### src/hdl/stp_pkg.sv
package stp_pkg;

  localparam int VALUE_BITS  = 64;
  localparam int OUT_VALUE_W = 64;
  localparam int MAX_CHARS   = 4096;
  localparam int POS_W       = $clog2(MAX_CHARS + 1);
  localparam int OFFSET_W    = 13;
  localparam int CH_W        = 8;
  localparam int BASE_W      = 6;
  localparam int DIGIT_W     = 6;
  localparam int PROD_W      = VALUE_BITS + BASE_W;
  localparam int CFG_IDX_W   = 1;
  localparam int CFG_DATA_W  = 6;
  localparam int QUEUE_DEPTH = 2;
  localparam int QPTR_W      = $clog2(QUEUE_DEPTH);
  localparam int QCNT_W      = $clog2(QUEUE_DEPTH + 1);

  localparam logic [BASE_W-1:0]  BASE_RESET = BASE_W'(10);
  localparam logic [BASE_W-1:0]  BASE_MAX   = BASE_W'(36);
  localparam logic [BASE_W-1:0]  BASE_OCT   = BASE_W'(8);
  localparam logic [BASE_W-1:0]  BASE_DEC   = BASE_W'(10);
  localparam logic [BASE_W-1:0]  BASE_HEX   = BASE_W'(16);
  localparam logic [BASE_W-1:0]  BASE_ONE   = BASE_W'(1);
  localparam logic [DIGIT_W-1:0] NO_DIGIT   = '1;

  localparam logic [VALUE_BITS-1:0] VMASK = '1;
  localparam logic [VALUE_BITS-1:0] VHALF = {1'b1, {(VALUE_BITS-1){1'b0}}};

  typedef enum logic [2:0] {
    PH_SPACE,
    PH_SIGN,
    PH_ZERO,
    PH_XSEEN,
    PH_DIGITS,
    PH_DONE
  } phase_t;

  typedef enum logic [1:0] {
    ST_OK,
    ST_NO_DIGITS,
    ST_OVERFLOW,
    ST_BAD_BASE
  } status_t;

  typedef enum logic [CFG_IDX_W-1:0] {
    REG_NUMBER_BASE,
    REG_UNSIGNED_MODE
  } reg_index_t;

  typedef struct packed {
    logic [DIGIT_W-1:0] digit;
    logic               space;
    logic               minus;
    logic               plus;
    logic               xchar;
    logic               last;
  } word_t;

  typedef struct packed {
    logic [BASE_W-1:0] number_base;
    logic              unsigned_mode;
  } cfg_t;

endpackage

### src/hdl/stp_if.sv
interface stp_in_if;
  import stp_pkg::*;

  logic            valid;
  logic            ready;
  logic [CH_W-1:0] ch;
  logic            string_end;

  modport source(output valid, ch, string_end, input ready);
  modport sink(input valid, ch, string_end, output ready);
endinterface

interface stp_out_if;
  import stp_pkg::*;

  logic                   valid;
  logic                   ready;
  logic [OUT_VALUE_W-1:0] value;
  logic [OFFSET_W-1:0]    end_offset;
  logic [1:0]             status;

  modport source(output valid, value, end_offset, status, input ready);
  modport sink(input valid, value, end_offset, status, output ready);
endinterface

### src/hdl/stp_front.sv
module stp_front (
  stp_in_if.sink         chars,
  input  logic           q_ready,
  output logic           push,
  output stp_pkg::word_t word
);
  import stp_pkg::*;

  localparam logic [CH_W-1:0] CHAR_0     = 8'h30;
  localparam logic [CH_W-1:0] CHAR_9     = 8'h39;
  localparam logic [CH_W-1:0] CHAR_UA    = 8'h41;
  localparam logic [CH_W-1:0] CHAR_UZ    = 8'h5A;
  localparam logic [CH_W-1:0] CHAR_LA    = 8'h61;
  localparam logic [CH_W-1:0] CHAR_LZ    = 8'h7A;
  localparam logic [CH_W-1:0] CHAR_UPPER = 8'h37;
  localparam logic [CH_W-1:0] CHAR_LOWER = 8'h57;
  localparam logic [CH_W-1:0] CHAR_SP    = 8'h20;
  localparam logic [CH_W-1:0] CHAR_TAB   = 8'h09;
  localparam logic [CH_W-1:0] CHAR_CR    = 8'h0D;
  localparam logic [CH_W-1:0] CHAR_PLUS  = 8'h2B;
  localparam logic [CH_W-1:0] CHAR_MINUS = 8'h2D;
  localparam logic [CH_W-1:0] CHAR_UX    = 8'h58;
  localparam logic [CH_W-1:0] CHAR_LX    = 8'h78;

  logic [CH_W-1:0] ch;

  assign ch = chars.ch;
  assign chars.ready = q_ready;
  assign push = chars.valid & q_ready;

  always_comb begin
    word = '0;
    if (ch >= CHAR_0 && ch <= CHAR_9) begin
      word.digit = DIGIT_W'(ch - CHAR_0);
    end else if (ch >= CHAR_UA && ch <= CHAR_UZ) begin
      word.digit = DIGIT_W'(ch - CHAR_UPPER);
    end else if (ch >= CHAR_LA && ch <= CHAR_LZ) begin
      word.digit = DIGIT_W'(ch - CHAR_LOWER);
    end else begin
      word.digit = NO_DIGIT;
    end
    word.space = (ch == CHAR_SP) || (ch >= CHAR_TAB && ch <= CHAR_CR);
    word.minus = (ch == CHAR_MINUS);
    word.plus  = (ch == CHAR_PLUS);
    word.xchar = (ch == CHAR_UX) || (ch == CHAR_LX);
    word.last  = chars.string_end;
  end

endmodule

### src/hdl/stp_queue.sv
module stp_queue (
  input  logic           clk,
  input  logic           rst,
  input  logic           push,
  input  stp_pkg::word_t wr_word,
  output logic           q_ready,
  input  logic           pop,
  output logic           q_valid,
  output stp_pkg::word_t rd_word
);
  import stp_pkg::*;

  word_t              entries [QUEUE_DEPTH];
  logic [QPTR_W-1:0]  wr_ptr;
  logic [QPTR_W-1:0]  rd_ptr;
  logic [QCNT_W-1:0]  count;

  assign q_ready = (count != QCNT_W'(QUEUE_DEPTH));
  assign q_valid = (count != '0);
  assign rd_word = entries[rd_ptr];

  always_ff @(posedge clk) begin
    if (push) begin
      entries[wr_ptr] <= wr_word;
    end
  end

  always_ff @(posedge clk) begin
    if (rst) begin
      wr_ptr <= '0;
      rd_ptr <= '0;
      count  <= '0;
    end else begin
      if (push) begin
        wr_ptr <= wr_ptr + QPTR_W'(1);
      end
      if (pop) begin
        rd_ptr <= rd_ptr + QPTR_W'(1);
      end
      case ({push, pop})
        2'b10:   count <= count + QCNT_W'(1);
        2'b01:   count <= count - QCNT_W'(1);
        default: count <= count;
      endcase
    end
  end

endmodule

### src/hdl/stp_back.sv
module stp_back (
  input  logic           clk,
  input  logic           rst,
  input  stp_pkg::cfg_t  cfg,
  input  logic           q_valid,
  input  stp_pkg::word_t word,
  output logic           pop,
  stp_out_if.source      results
);
  import stp_pkg::*;

  phase_t                phase;
  logic [VALUE_BITS-1:0] acc;
  logic [BASE_W-1:0]     wb;
  logic                  neg;
  logic                  ovf;
  logic                  dig;
  logic [POS_W-1:0]      pos;
  logic [POS_W-1:0]      stop_pos;

  phase_t                phase_next;
  logic [VALUE_BITS-1:0] acc_next;
  logic [BASE_W-1:0]     wb_next;
  logic                  neg_next;
  logic                  ovf_next;
  logic                  dig_next;
  logic [POS_W-1:0]      pos_next;
  logic [POS_W-1:0]      stop_pos_next;

  phase_t                phase_step;
  logic [VALUE_BITS-1:0] acc_step;
  logic [BASE_W-1:0]     wb_step;
  logic                  neg_step;
  logic                  ovf_step;
  logic                  dig_step;
  logic [POS_W-1:0]      pos_step;
  logic [POS_W-1:0]      stop_step;

  logic                  take;
  logic                  first;
  logic                  bad_base;
  logic                  consumed;
  logic                  use_digit;
  logic                  digit_ok;
  logic                  finish;
  logic                  restart;
  logic                  emit;
  phase_t                cur;
  logic [BASE_W-1:0]     wb_cur;
  logic [BASE_W-1:0]     b_sel;
  logic [POS_W-1:0]      pos_inc;
  logic [VALUE_BITS-1:0] maxv;
  logic [PROD_W-1:0]     prod;
  logic                  prod_over;

  logic                  res_valid;
  logic [VALUE_BITS-1:0] res_mag;
  logic                  res_neg;
  logic [POS_W-1:0]      res_offset;
  status_t               res_status;

  logic [VALUE_BITS-1:0] res_mag_next;
  logic                  res_neg_next;
  logic [POS_W-1:0]      res_offset_next;
  status_t               res_status_next;
  logic [VALUE_BITS-1:0] out_bits;

  assign take = q_valid && (!res_valid || results.ready);
  assign pop  = take;

  always_comb begin
    first    = (pos == '0) && (phase == PH_SPACE);
    wb_cur   = first ? cfg.number_base : wb;
    bad_base = (phase != PH_DONE) && first &&
               ((cfg.number_base == BASE_ONE) || (cfg.number_base > BASE_MAX));
    pos_inc  = (pos < POS_W'(MAX_CHARS)) ? pos + POS_W'(1) : pos;
    cur      = phase;
    consumed = 1'b0;
    if (phase == PH_SPACE) begin
      cur = PH_SIGN;
      if (word.space || word.minus || word.plus) begin
        consumed = 1'b1;
      end
    end
    use_digit = 1'b0;
    b_sel     = wb_cur;
    if (!consumed) begin
      case (cur)
        PH_SIGN: begin
          if (!(word.digit == '0 && (wb_cur == '0 || wb_cur == BASE_HEX))) begin
            use_digit = 1'b1;
            b_sel     = (wb_cur == '0) ? BASE_DEC : wb_cur;
          end
        end
        PH_ZERO: begin
          if (!word.xchar) begin
            use_digit = 1'b1;
            b_sel     = (wb_cur == '0) ? BASE_OCT : wb_cur;
          end
        end
        PH_XSEEN: begin
          use_digit = 1'b1;
          b_sel     = BASE_HEX;
        end
        default: use_digit = 1'b1;
      endcase
    end
    digit_ok = (word.digit < b_sel);
    finish   = (phase != PH_DONE) && !bad_base &&
               ((use_digit && !digit_ok) || word.last);
    restart  = word.last;
  end

  always_comb begin
    if (cfg.unsigned_mode) begin
      maxv = VMASK;
    end else begin
      maxv = neg ? VHALF : VHALF - VALUE_BITS'(1);
    end
  end

  assign prod      = PROD_W'(acc) * PROD_W'(b_sel) + PROD_W'(word.digit);
  assign prod_over = prod > PROD_W'(maxv);

  always_comb begin
    phase_step = phase;
    acc_step   = acc;
    wb_step    = wb;
    neg_step   = neg;
    ovf_step   = ovf;
    dig_step   = dig;
    pos_step   = pos;
    stop_step  = stop_pos;
    if (phase == PH_DONE) begin
      phase_step = PH_DONE;
    end else if (bad_base) begin
      phase_step = PH_DONE;
    end else begin
      wb_step  = wb_cur;
      pos_step = pos_inc;
      if (phase == PH_SPACE && !word.space) begin
        phase_step = PH_SIGN;
        if (word.minus || word.plus) begin
          neg_step = word.minus;
        end
      end
      if (!consumed) begin
        if (use_digit) begin
          wb_step = b_sel;
          if (digit_ok) begin
            dig_step   = 1'b1;
            ovf_step   = ovf || prod_over;
            if (!(ovf || prod_over)) begin
              acc_step = prod[VALUE_BITS-1:0];
            end
            stop_step  = pos_inc;
            phase_step = PH_DIGITS;
          end
        end else if (cur == PH_SIGN) begin
          dig_step   = 1'b1;
          stop_step  = pos_inc;
          phase_step = PH_ZERO;
        end else begin
          phase_step = PH_XSEEN;
        end
      end
      if (finish) begin
        phase_step = PH_DONE;
      end
    end
  end

  always_comb begin
    if (restart) begin
      phase_next    = PH_SPACE;
      acc_next      = '0;
      wb_next       = '0;
      neg_next      = 1'b0;
      ovf_next      = 1'b0;
      dig_next      = 1'b0;
      pos_next      = '0;
      stop_pos_next = '0;
    end else begin
      phase_next    = phase_step;
      acc_next      = acc_step;
      wb_next       = wb_step;
      neg_next      = neg_step;
      ovf_next      = ovf_step;
      dig_next      = dig_step;
      pos_next      = pos_step;
      stop_pos_next = stop_step;
    end
  end

  always_comb begin
    emit            = take && (bad_base || finish);
    res_mag_next    = '0;
    res_neg_next    = 1'b0;
    res_offset_next = '0;
    res_status_next = ST_OK;
    if (bad_base) begin
      res_status_next = ST_BAD_BASE;
    end else if (!dig_step) begin
      res_status_next = ST_NO_DIGITS;
    end else if (ovf_step) begin
      res_status_next = ST_OVERFLOW;
      res_mag_next    = maxv;
      res_offset_next = stop_step;
    end else begin
      res_mag_next    = acc_step;
      res_neg_next    = neg_step;
      res_offset_next = stop_step;
    end
  end

  always_ff @(posedge clk) begin
    if (rst) begin
      phase    <= PH_SPACE;
      acc      <= '0;
      wb       <= '0;
      neg      <= 1'b0;
      ovf      <= 1'b0;
      dig      <= 1'b0;
      pos      <= '0;
      stop_pos <= '0;
    end else if (take) begin
      phase    <= phase_next;
      acc      <= acc_next;
      wb       <= wb_next;
      neg      <= neg_next;
      ovf      <= ovf_next;
      dig      <= dig_next;
      pos      <= pos_next;
      stop_pos <= stop_pos_next;
    end
  end

  always_ff @(posedge clk) begin
    if (rst) begin
      res_valid <= 1'b0;
    end else if (emit) begin
      res_valid <= 1'b1;
    end else if (results.ready) begin
      res_valid <= 1'b0;
    end
  end

  always_ff @(posedge clk) begin
    if (emit) begin
      res_mag    <= res_mag_next;
      res_neg    <= res_neg_next;
      res_offset <= res_offset_next;
      res_status <= res_status_next;
    end
  end

  assign out_bits           = res_neg ? ('0 - res_mag) : res_mag;
  assign results.valid      = res_valid;
  assign results.value      = OUT_VALUE_W'(out_bits);
  assign results.end_offset = OFFSET_W'(res_offset);
  assign results.status     = res_status;

  a_ovf_needs_digit: assert property (@(posedge clk) disable iff (rst)
    ovf |-> dig)
    else $error("overflow flagged without a digit");

  a_pos_saturates: assert property (@(posedge clk) disable iff (rst)
    pos <= POS_W'(MAX_CHARS))
    else $error("character position past limit");

  a_stop_behind_pos: assert property (@(posedge clk) disable iff (rst)
    stop_pos <= pos)
    else $error("stop position ahead of character position");

  a_done_after_result: assert property (@(posedge clk) disable iff (rst)
    (emit && !word.last) |=> (phase == PH_DONE))
    else $error("parser not parked after early result");

  a_empty_result: assert property (@(posedge clk) disable iff (rst)
    (res_valid && (res_status == ST_BAD_BASE || res_status == ST_NO_DIGITS))
      |-> (res_mag == '0 && res_offset == '0))
    else $error("empty result carries value or offset");

endmodule

### src/hdl/string_to_integer_parser.sv
// A result is registered at the output once the character ending the parse leaves the queue.
// Throughput: 1 character per cycle unless the queue is full; 64x6 multiply-add per digit.
// A 2-word queue separates character decode from the parser. A result waiting in the
// output register stalls the parser; the queue still takes up to two more characters.
// Reset (rst, synchronous): queue and parser cleared, number_base = 10, unsigned_mode = 0.
module string_to_integer_parser (
  input  logic                            clk,
  input  logic                            rst,
  stp_in_if.sink                          chars,
  stp_out_if.source                       results,
  input  logic                            cfg_we,
  input  logic [stp_pkg::CFG_IDX_W-1:0]   cfg_index,
  input  logic [stp_pkg::CFG_DATA_W-1:0]  cfg_wdata
);
  import stp_pkg::*;

  cfg_t  cfg;
  word_t in_word;
  word_t q_word;
  logic  push;
  logic  q_ready;
  logic  q_valid;
  logic  pop;

  always_ff @(posedge clk) begin
    if (rst) begin
      cfg.number_base   <= BASE_RESET;
      cfg.unsigned_mode <= 1'b0;
    end else if (cfg_we) begin
      case (reg_index_t'(cfg_index))
        REG_NUMBER_BASE:   cfg.number_base   <= cfg_wdata[BASE_W-1:0];
        REG_UNSIGNED_MODE: cfg.unsigned_mode <= cfg_wdata[0];
        default:           cfg <= cfg;
      endcase
    end
  end

  stp_front u_front (
    .chars   (chars),
    .q_ready (q_ready),
    .push    (push),
    .word    (in_word)
  );

  stp_queue u_queue (
    .clk     (clk),
    .rst     (rst),
    .push    (push),
    .wr_word (in_word),
    .q_ready (q_ready),
    .pop     (pop),
    .q_valid (q_valid),
    .rd_word (q_word)
  );

  stp_back u_back (
    .clk     (clk),
    .rst     (rst),
    .cfg     (cfg),
    .q_valid (q_valid),
    .word    (q_word),
    .pop     (pop),
    .results (results)
  );

endmodule
### src/flat_wrapper.sv
// flat-port wrapper written by rule: the top's interface ports become plain ports
module string_to_integer_parser_flat import stp_pkg::*;
  (clk, rst, cfg_we, cfg_index, cfg_wdata, chars_valid, chars_ch, chars_string_end, chars_ready, results_valid, results_value, results_end_offset, results_status, results_ready);
  stp_in_if chars_i ();
  stp_out_if results_i ();
  input  logic clk;
  input  logic rst;
  input  logic cfg_we;
  input  logic [stp_pkg::CFG_IDX_W-1:0] cfg_index;
  input  logic [stp_pkg::CFG_DATA_W-1:0] cfg_wdata;
  input wire logic [$bits(chars_i.valid)-1:0] chars_valid;
  input wire logic [$bits(chars_i.ch)-1:0] chars_ch;
  input wire logic [$bits(chars_i.string_end)-1:0] chars_string_end;
  output wire logic [$bits(chars_i.ready)-1:0] chars_ready;
  output wire logic [$bits(results_i.valid)-1:0] results_valid;
  output wire logic [$bits(results_i.value)-1:0] results_value;
  output wire logic [$bits(results_i.end_offset)-1:0] results_end_offset;
  output wire logic [$bits(results_i.status)-1:0] results_status;
  input wire logic [$bits(results_i.ready)-1:0] results_ready;
  assign chars_i.valid = chars_valid;
  assign chars_i.ch = chars_ch;
  assign chars_i.string_end = chars_string_end;
  assign chars_ready = chars_i.ready;
  assign results_valid = results_i.valid;
  assign results_value = results_i.value;
  assign results_end_offset = results_i.end_offset;
  assign results_status = results_i.status;
  assign results_i.ready = results_ready;
  string_to_integer_parser u_core (.clk(clk), .rst(rst), .chars(chars_i), .results(results_i), .cfg_we(cfg_we), .cfg_index(cfg_index), .cfg_wdata(cfg_wdata));
endmodule
### config.mk
export PLATFORM = sky130hd
export DESIGN_NAME = string_to_integer_parser_flat
export DESIGN_NICKNAME = d
export VERILOG_FILES = /design/src/hdl/stp_pkg.sv /design/src/hdl/stp_if.sv /design/src/hdl/stp_front.sv /design/src/hdl/stp_queue.sv /design/src/hdl/stp_back.sv /design/src/hdl/string_to_integer_parser.sv /design/src/flat_wrapper.sv
export SDC_FILE = /design/constraint.sdc
export NUM_CORES = 2
export LEC_CHECK = 0
export BUFFER_PORTS_ARGS = -buffer_cell sky130_fd_sc_hd__buf_4
export CELL_PAD_IN_SITES_DETAIL_PLACEMENT = 1
export CELL_PAD_IN_SITES_GLOBAL_PLACEMENT = 1
export CORE_ASPECT_RATIO = 1.2
export CORE_MARGIN = 2
export CORE_UTILIZATION = 46
export CTS_BUF_LIST = sky130_fd_sc_hd__clkbuf_8
export DETAILED_ROUTE_END_ITERATION = 8
export PLACE_DENSITY = 0.86
export SKIP_LAST_GASP = 1
export SYNTH_ARGS = -nofsm -noshare
export SYNTH_HDL_FRONTEND = slang
export SYNTH_SLANG_ARGS = --single-unit
### constraint.sdc
create_clock -name clk -period 9.4 [get_ports clk]
set_input_delay 1.41 -clock clk [delete_from_list [all_inputs] [get_ports clk]]
set_output_delay 1.41 -clock clk [all_outputs]
set_load 0.1 [all_outputs]
# --- Word level (Yosys, flattened, before mapping) ---
# Memory sizes are Yosys's and may differ from the RTL's. A register that Yosys moved wholly into a read port is not among the register bits.
# Index checks and enable logic that the tools add are counted.
op_classes:
  addsub: 10
  multipliers: 1
  n_lt_le_gt_ge: 12
  eq_ne: 17
  mux: 80
  bitwise_logic: 3
  reduce_logical: 41
ops:
  columns: ["operator", "count"]
  rows:
  - ["two-way mux 64 bit", 11]
  - ["two-way mux 13 bit", 11]
  - ["two-way mux 6 bit", 14]
  - ["adder 70 x 6 -> 70 bit", 1]
  - ["greater-than comparator 70 x 64 -> 1 bit", 1]
  - ["multiplier 64 x 6 -> 70 bit", 1]
  - ["subtractor 1 x 64 -> 64 bit, first input constant", 1]
  - ["two-way mux 1 bit", 30]
  - ["two-way mux 3 bit", 9]
  - ["equality test 8 x 6 -> 1 bit, second input constant", 3]
  - ["case mux 6 bit (3 select lines)", 1]
  - ["equality test 8 x 7 -> 1 bit, second input constant", 2]
  - [">= comparator 8 x 7 -> 1 bit, second input constant", 2]
  - ["less-or-equal comparator 8 x 7 -> 1 bit, second input constant", 2]
  - ["logical AND 1 bit", 14]
  - ["adder 13 x 1 -> 13 bit, second input constant", 1]
  - ["logical NOT 13 bit", 1]
  - ["< comparator 13 bit, second input constant", 1]
  - ["logical NOT 6 bit", 2]
  - ["subtractor 6 bit, second input constant", 2]
  - ["logical OR 1 bit", 11]
  - [">= comparator 8 x 4 -> 1 bit, second input constant", 1]
  - [">= comparator 8 x 6 -> 1 bit, second input constant", 1]
  - ["less-or-equal comparator 8 x 4 -> 1 bit, second input constant", 1]
  - ["28 further kinds", 40]
totals:
  regBits: 194
  ram_bits: 22
  input_bits: 21
  out_inout_bits: 81
  word_cells: 184
  memories: 1
mem_list:
  columns: ["memory", "depth", "width", "read_ports", "rd_clocked_by_memory_dff", "write_ports", "line", "source"]
  rows:
  - ["u_core.u_queue.entries", 2, 11, 1, 1, 1, "stp_queue.sv:13", "word_t entries [QUEUE_DEPTH];"]

# --- Depth between registers and ports, before layout ---
depth:
  ltp_word: 20
  depth_mapped: 45
  depth_no_buf: 38

# --- Cells and area by module ---
# Synthesis repeated with hierarchy kept, for this count alone.
unflattened:
  hier_cells: 2818
  area_unflattened_um2: 25393.1
by_module_without_submodules:
  columns: ["mod", "n_inst", "cells_per_inst", "area_per_inst_um2", "seq_area_each_um2"]
  rows:
  - ["stp_back", 1, 2662, 23611.4, 4464.3]
  - ["stp_queue", 1, 56, 994.7, 760.7]
  - ["stp_front", 1, 70, 486.7, 0.0]
  - ["string_to_integer_parser", 1, 30, 300.3, 140.1]

# --- Least setup slack after synthesis ---
# No wires, ideal clock.
synth_path:
  path_kind: "register to register"
  startpoint: "reg u_core.u_back.pos[0]"
  endpoint: "reg u_core.u_back.res_mag[7] (data pin)"
  setup_time_ns: 0.261
  t_arrival_ns: 8.983
  required_ns: 9.139
  path_slack_ns: 0.156
  stages_incl_launch_ff: 41
  n_path_buf: 5
  period_less_slack_ns: 9.244
  cell_sequence: "dfxtp_1 -> clkbuf_1 -> inv_1 -> ha_1 -> nor4b_1 -> nand4_1 -> clkbuf_1 -> mux2i_1 -> a21oi_1 -> clkbuf_1 -> nand2_1 -> fa_1 -> fa_1 -> inv_1 -> fa_1 -> inv_1 -> fa_1 -> inv_1 -> (+5 left out) -> a21oi_1 -> o31ai_1 -> a21oi_1 -> o21bai_1 -> xor2_1 -> ha_1 -> nand4_1 -> nor4_1 -> a221oi_1 -> o22a_1 -> a21oi_1 -> a211o_1 -> nor4_1 -> and4_4 -> buf_6 -> a31oi_4 -> buf_2 -> a221o_1"
synth_between:
  elab_chain_cells: 20
  elab_cells_between_ends: 42
  classes_between: "add/sub (1); mul (1); order compare (2); eq/ne (1); mux (27); bitwise (1); reduce/logical (9)"
synth_lines:
  columns: ["item", "line", "source"]
  rows:
  - ["from (decl)", "stp_back.sv:18", "logic [POS_W-1:0] pos;"]
  - ["from (signal assigned)", "stp_back.sv:233", "pos <= pos_next;"]
  - ["logical NOT 13 bit (*)", "stp_back.sv:72", "first = (pos == '0) && (phase == PH_SPACE);"]
  - ["logical AND 1 bit (*)", "stp_back.sv:72", null]
  - ["two-way mux 6 bit", "stp_back.sv:73", "wb_cur = first ? cfg.number_base : wb;"]
  - ["equality test 6 x 5 -> 1 bit or logical NOT 6 bit (tied branches)", "stp_back.sv:90, stp_back.sv:92, stp_back.sv:98", null]
  - ["logical OR 1 bit", "stp_back.sv:90", "if (!(word.digit == '0 && (wb_cur == '0 || wb_cur == BASE_HEX))) begin"]
  - ["logical AND 1 bit", "stp_back.sv:90", null]
  - ["two-way mux 6 bit", "stp_back.sv:90", null]
  - ["case mux 6 bit (3 select lines)", "stp_back.sv:88", "case (cur)"]
  - ["(+4 left out)", null, null]
  - ["logical OR 1 bit", "stp_back.sv:152, stp_back.sv:153", null]
  - ["two-way mux 64 bit", "stp_back.sv:153", "if (!(ovf || prod_over)) begin"]
  - ["two-way mux 64 bit", "stp_back.sv:150", "if (digit_ok) begin"]
  - ["two-way mux 64 bit", "stp_back.sv:148", "if (use_digit) begin"]
  - ["two-way mux 64 bit", "stp_back.sv:147", "if (!consumed) begin"]
  - ["two-way mux 64 bit", "stp_back.sv:136", "end else if (bad_base) begin"]
  - ["two-way mux 64 bit", "stp_back.sv:134", "if (phase == PH_DONE) begin"]
  - ["two-way mux 64 bit", "stp_back.sv:205", "end else if (ovf_step) begin"]
  - ["to (signal assigned)", "stp_back.sv:250", "res_mag <= res_mag_next;"]
  - ["to (decl)", "stp_back.sv:57", "logic [VALUE_BITS-1:0] res_mag;"]
# Mark *: on every way between the ends. The rest lies on a longest branch, timed or not.
# A chain may end at the register's enable or synchronous reset.

# --- Worst setup path after layout ---
layout_path:
  startpoint: "reg u_core.u_back.pos[9]"
  endpoint: "reg u_core.u_back.res_mag[24] (data pin)"
# Same word-level chain as after synthesis.

==> impl_results.md <==
- Synth top area cells: fa_1 (20%), edfxtp_1 (12%), ha_1 (11%), dfxtp_1 (8.9%), and2_1 (5.7%)
- CTS tree: done
- I/O pin count: 102
- Multi-input gate area: 20,330 µm²
- Initial antenna violation count: 6
- Placed cell areas: a little under 30,000 µm²
- TritonCTS Buffers: 39
- # clock sinks: 217
- Synthesized instance count: 2,880
- LEAKAGE: 15.61 nW
- Outcome: finished, violations left
- Post-synth top area share: 0.1958
- Gr ovfl total: 0
- Register area: ~5400 µm²
- Hold Path Class: reg -> reg
- EDFF count, synth: 102
- Critical path capture point type: register
- Detailed Route Iter0 Violations: around 3,600
- Power per cell area: roughly 250 nW/µm²
- Final worst slack: -1776 ps
- Vias in the first global route: a little under 30,000
- Clock slew at reported path FFs: roughly 80 ps
- Share of layout cells above drive strength 1: 0.2629
- CP required: about 10000 ps
- RSZ-0062 raised after global routing: yes
- First-pass GRT wire length: roughly 170,000 µm
- Hold Vio Cnt, Final: 0
- Worst-skew pair later-pin latency: 680 ps
- CP Class: reg -> reg
- Switching Fraction: 0.6031
- Post-route ant nets: 0
- Final net count: approximately 3,800
- Yosys reg bits: about 220
- Die Ht: between 200 and 300 µm
- Final setup vio count: 233
- CP top delay family: compound AO/OA/AOI/OAI gates
- Final min period: 11,180 ps
- Dpl cells: 3,870
- Least-Margin Pin Slew: ~1300 ps
- Sequential Power Share: 0.178
- Peak Freq: between 0.08 and 0.09 GHz
- Via-to-Cell Ratio: ~7.0
- Drt pass-1 iters: 8
- Part of the cycle the worst path needs: 1.189
- Drt wl/cell: ~33 µm
- Post-DP HPWL: roughly 73,000 µm
- Count of cell types in the netlist: 84
- Yosys warning count: 0
- Commonest cells post-synth: nand2_1 (344), fa_1 (252), inv_1 (236)
- Clk_skew: around 61 ps
- Vias: 28,657
- Failing checks: negative setup slack
- Root Driver: clkbuf_8
- Worst-path fanout max: 8
- Clk pwr share: 0.134
- Final WL: between 100,000 and 150,000 µm
- Die width: about 220 µm
- Initial Utilization: 0.4622
- Main flop type after synthesis: dfxtp_1
- Drc violations: 0
- Sequential area share after synthesis: 0.2082
- Critical Path AT: about 12,000 ps
- Gr usage total: 0.3776
- Area Growth Syn to Fin: 29.08%
- Core area: between 50,000 and 60,000 µm²
- H-tree levels: 2
- Post-CTS Hold Fix Bufs: 0
- Cell with the most instances after synthesis: nand2_1
- Max Root-Sink Buffers: 3
- Max Slew Vio Count: 0
- Net Count, Synth: roughly 3,400
- Crit path launch type: register
- Fin cells: 4,084
- Logic gate share of total power: 0.688
- GP Congestion: around 0.97
- Total power: 0.008222 W
- Async set-reset flop share out of synthesis: 0
- Post-Syn Area: 25,770 µm²
- Max IR drop VDD: around 0.0005 V
- Yosys top cell by area: fa_1
- Port buffer count: between 100 and 150
- Max-slew headroom: 0.1150
- Switch Pwr: 0.004959 W
- WP buf/inv: 9
- Largest net degree at the start of global routing: 65
- Max cap viols: 0
- Fillers: ~6,000
- Synth Area per Inst: a little under 9 µm²
- Int Power: 0.003264 W
- Die area: ~58,000 µm²
- Peak per-stage delay on the critical path: 580 ps
- Critical-path top delay cell: fa_1
- # rows: 95
- Finished Cell Area: 33,260 µm²
[logic make-up (layout without fill, tap and decap cells)]
family | count (synthesis) | after routing | synth area share
AO/OA/AOI/OAI | 651 | 651 | 0.1781
XOR/XNOR | 143 | 143 | 0.04861
adder cells (fa/ha/maj) | 480 | 480 | 0.3065
buffers and inverters | 396 | 867 | 0.06143
flip-flops | 217 | 217 | 0.2082
multiplexers | 32 | 32 | 0.01277
other | 0 | 6 | 0
AND/OR/NAND/NOR | 961 | 961 | 0.1843
[repair_timing]
action | in CTS | in global routing
gates resized for setup | 151 | 187
setup endpoints to repair | 131 | 215
buffers inserted | 79 | 44
gates cloned | 10 | 9
pin swaps | 96 | 79
[registers in the layout, summed over array words and instances, names as in the netlist, 6 cells and up, named ones only]
register,flops
u_core.u_back.stop_pos,13
u_core.u_back.pos,13
u_core.cfg,7
u_core.u_back.results.end_offset,13
u_core.u_back.acc,64
u_core.u_back.wb,6
u_core.u_queue.entries,22
u_core.u_back.res_mag,64
[worst min-delay path, cell delays in order, from the launching register on]
cell and delay (ps):
dfxtp_1 330, o21ai_0 80, nand2_1 50
[layer usage]
| layer | routed length [µm] | vias to the layer above | global-route usage |
|---|---|---|---|
| li1 | - | 10940 | - |
| met1 | 43260 | 13872 | 0.4196 |
| met2 | 60390 | 2636 | 0.6384 |
| met3 | 16110 | 1197 | 0.07949 |
| met4 | 15510 | 12 | 0.2663 |
| met5 | 198 | - | 0 |
[metrics by stage]
| stage | setup slack (ps) | utilization | TNS (ps) | hold slack [ps] |
|---|---|---|---|---|
| after floorplan | 156.0 | - | 0 | 441.3 |
| after CTS | -99.76 | 0.5726 | -1439 | 486.1 |
| after detailed placement | -878.6 | 0.5270 | -108320 | 472.7 |
| final | -1776 | 0.5966 | -246110 | 492.1 |
| after global routing | -1797 | 0.5964 | -235240 | 509.7 |
| after global placement | -392.1 | 0.5270 | -45570 | 450.4 |
[power by group through the flow]
stage | Sequential (W) | Combinational (W) | Clock [W]
2_1_floorplan | 0.00164 | 0.00310 | 0
3_3_place_gp | 0.00143 | 0.00452 | 0
3_5_place_dp | 0.00145 | 0.00465 | 0
4_1_cts | 0.00143 | 0.00502 | 0.00106
5_1_grt | 0.00147 | 0.00575 | 0.00112
6_report | 0.00147 | 0.00566 | 0.00110
[cells in the final DEF (no fill, tap or decap), drive strengths merged, types with 8 or more instances in the layout]
cell / n
buf: 550
nand2: 344
fa: 252
inv: 241
and2: 236
ha: 228
a21oi: 158
nor2: 152
o21ai: 122
dfxtp: 115
xnor2: 110
edfxtp: 102
a221o: 66
a22o: 58
clkbuf: 49
a21o: 47
nand3: 39
nand4: 37
nor3: 37
xor2: 33
o31ai: 26
or3: 25
mux2i: 25
a22oi: 20
o21a: 18
o221ai: 17
or2: 14
nor4: 14
and3: 13
clkinv: 13
or4: 13
o21bai: 12
a31oi: 12
a211oi: 12
o41ai: 11
o211ai: 10
nand2b: 9
nor2b: 8
a221oi: 8
[layout make-up]
class,count,share of cell area
Timing Repair Buffer,558,0.1461
Clock inverter,29,0.008653
Multi-Input combinational cell,2267,0.6112
Sequential cell,217,0.1615
Inverter,237,0.02690
Clock buffer,43,0.01779
Antenna cell,6,0.0004515
Tap cell,727,0.02735
[path summary, 6_finish.rpt]
path | from | endpoint | slack, ps | cells after the start
worst max-delay path | u_core.u_back.pos[9] | u_core.u_back.res_mag[24] | -1780 | 38
worst min-delay path | u_core.u_back.stop_pos[3] | u_core.u_back.stop_pos[3] | 490 | 2
worst max register to register | u_core.u_back.pos[9] | u_core.u_back.res_mag[24] | -1780 | 38
worst min register to register | u_core.u_back.stop_pos[3] | u_core.u_back.stop_pos[3] | 490 | 2
Note: power is estimated with default switching activity, not from simulation.
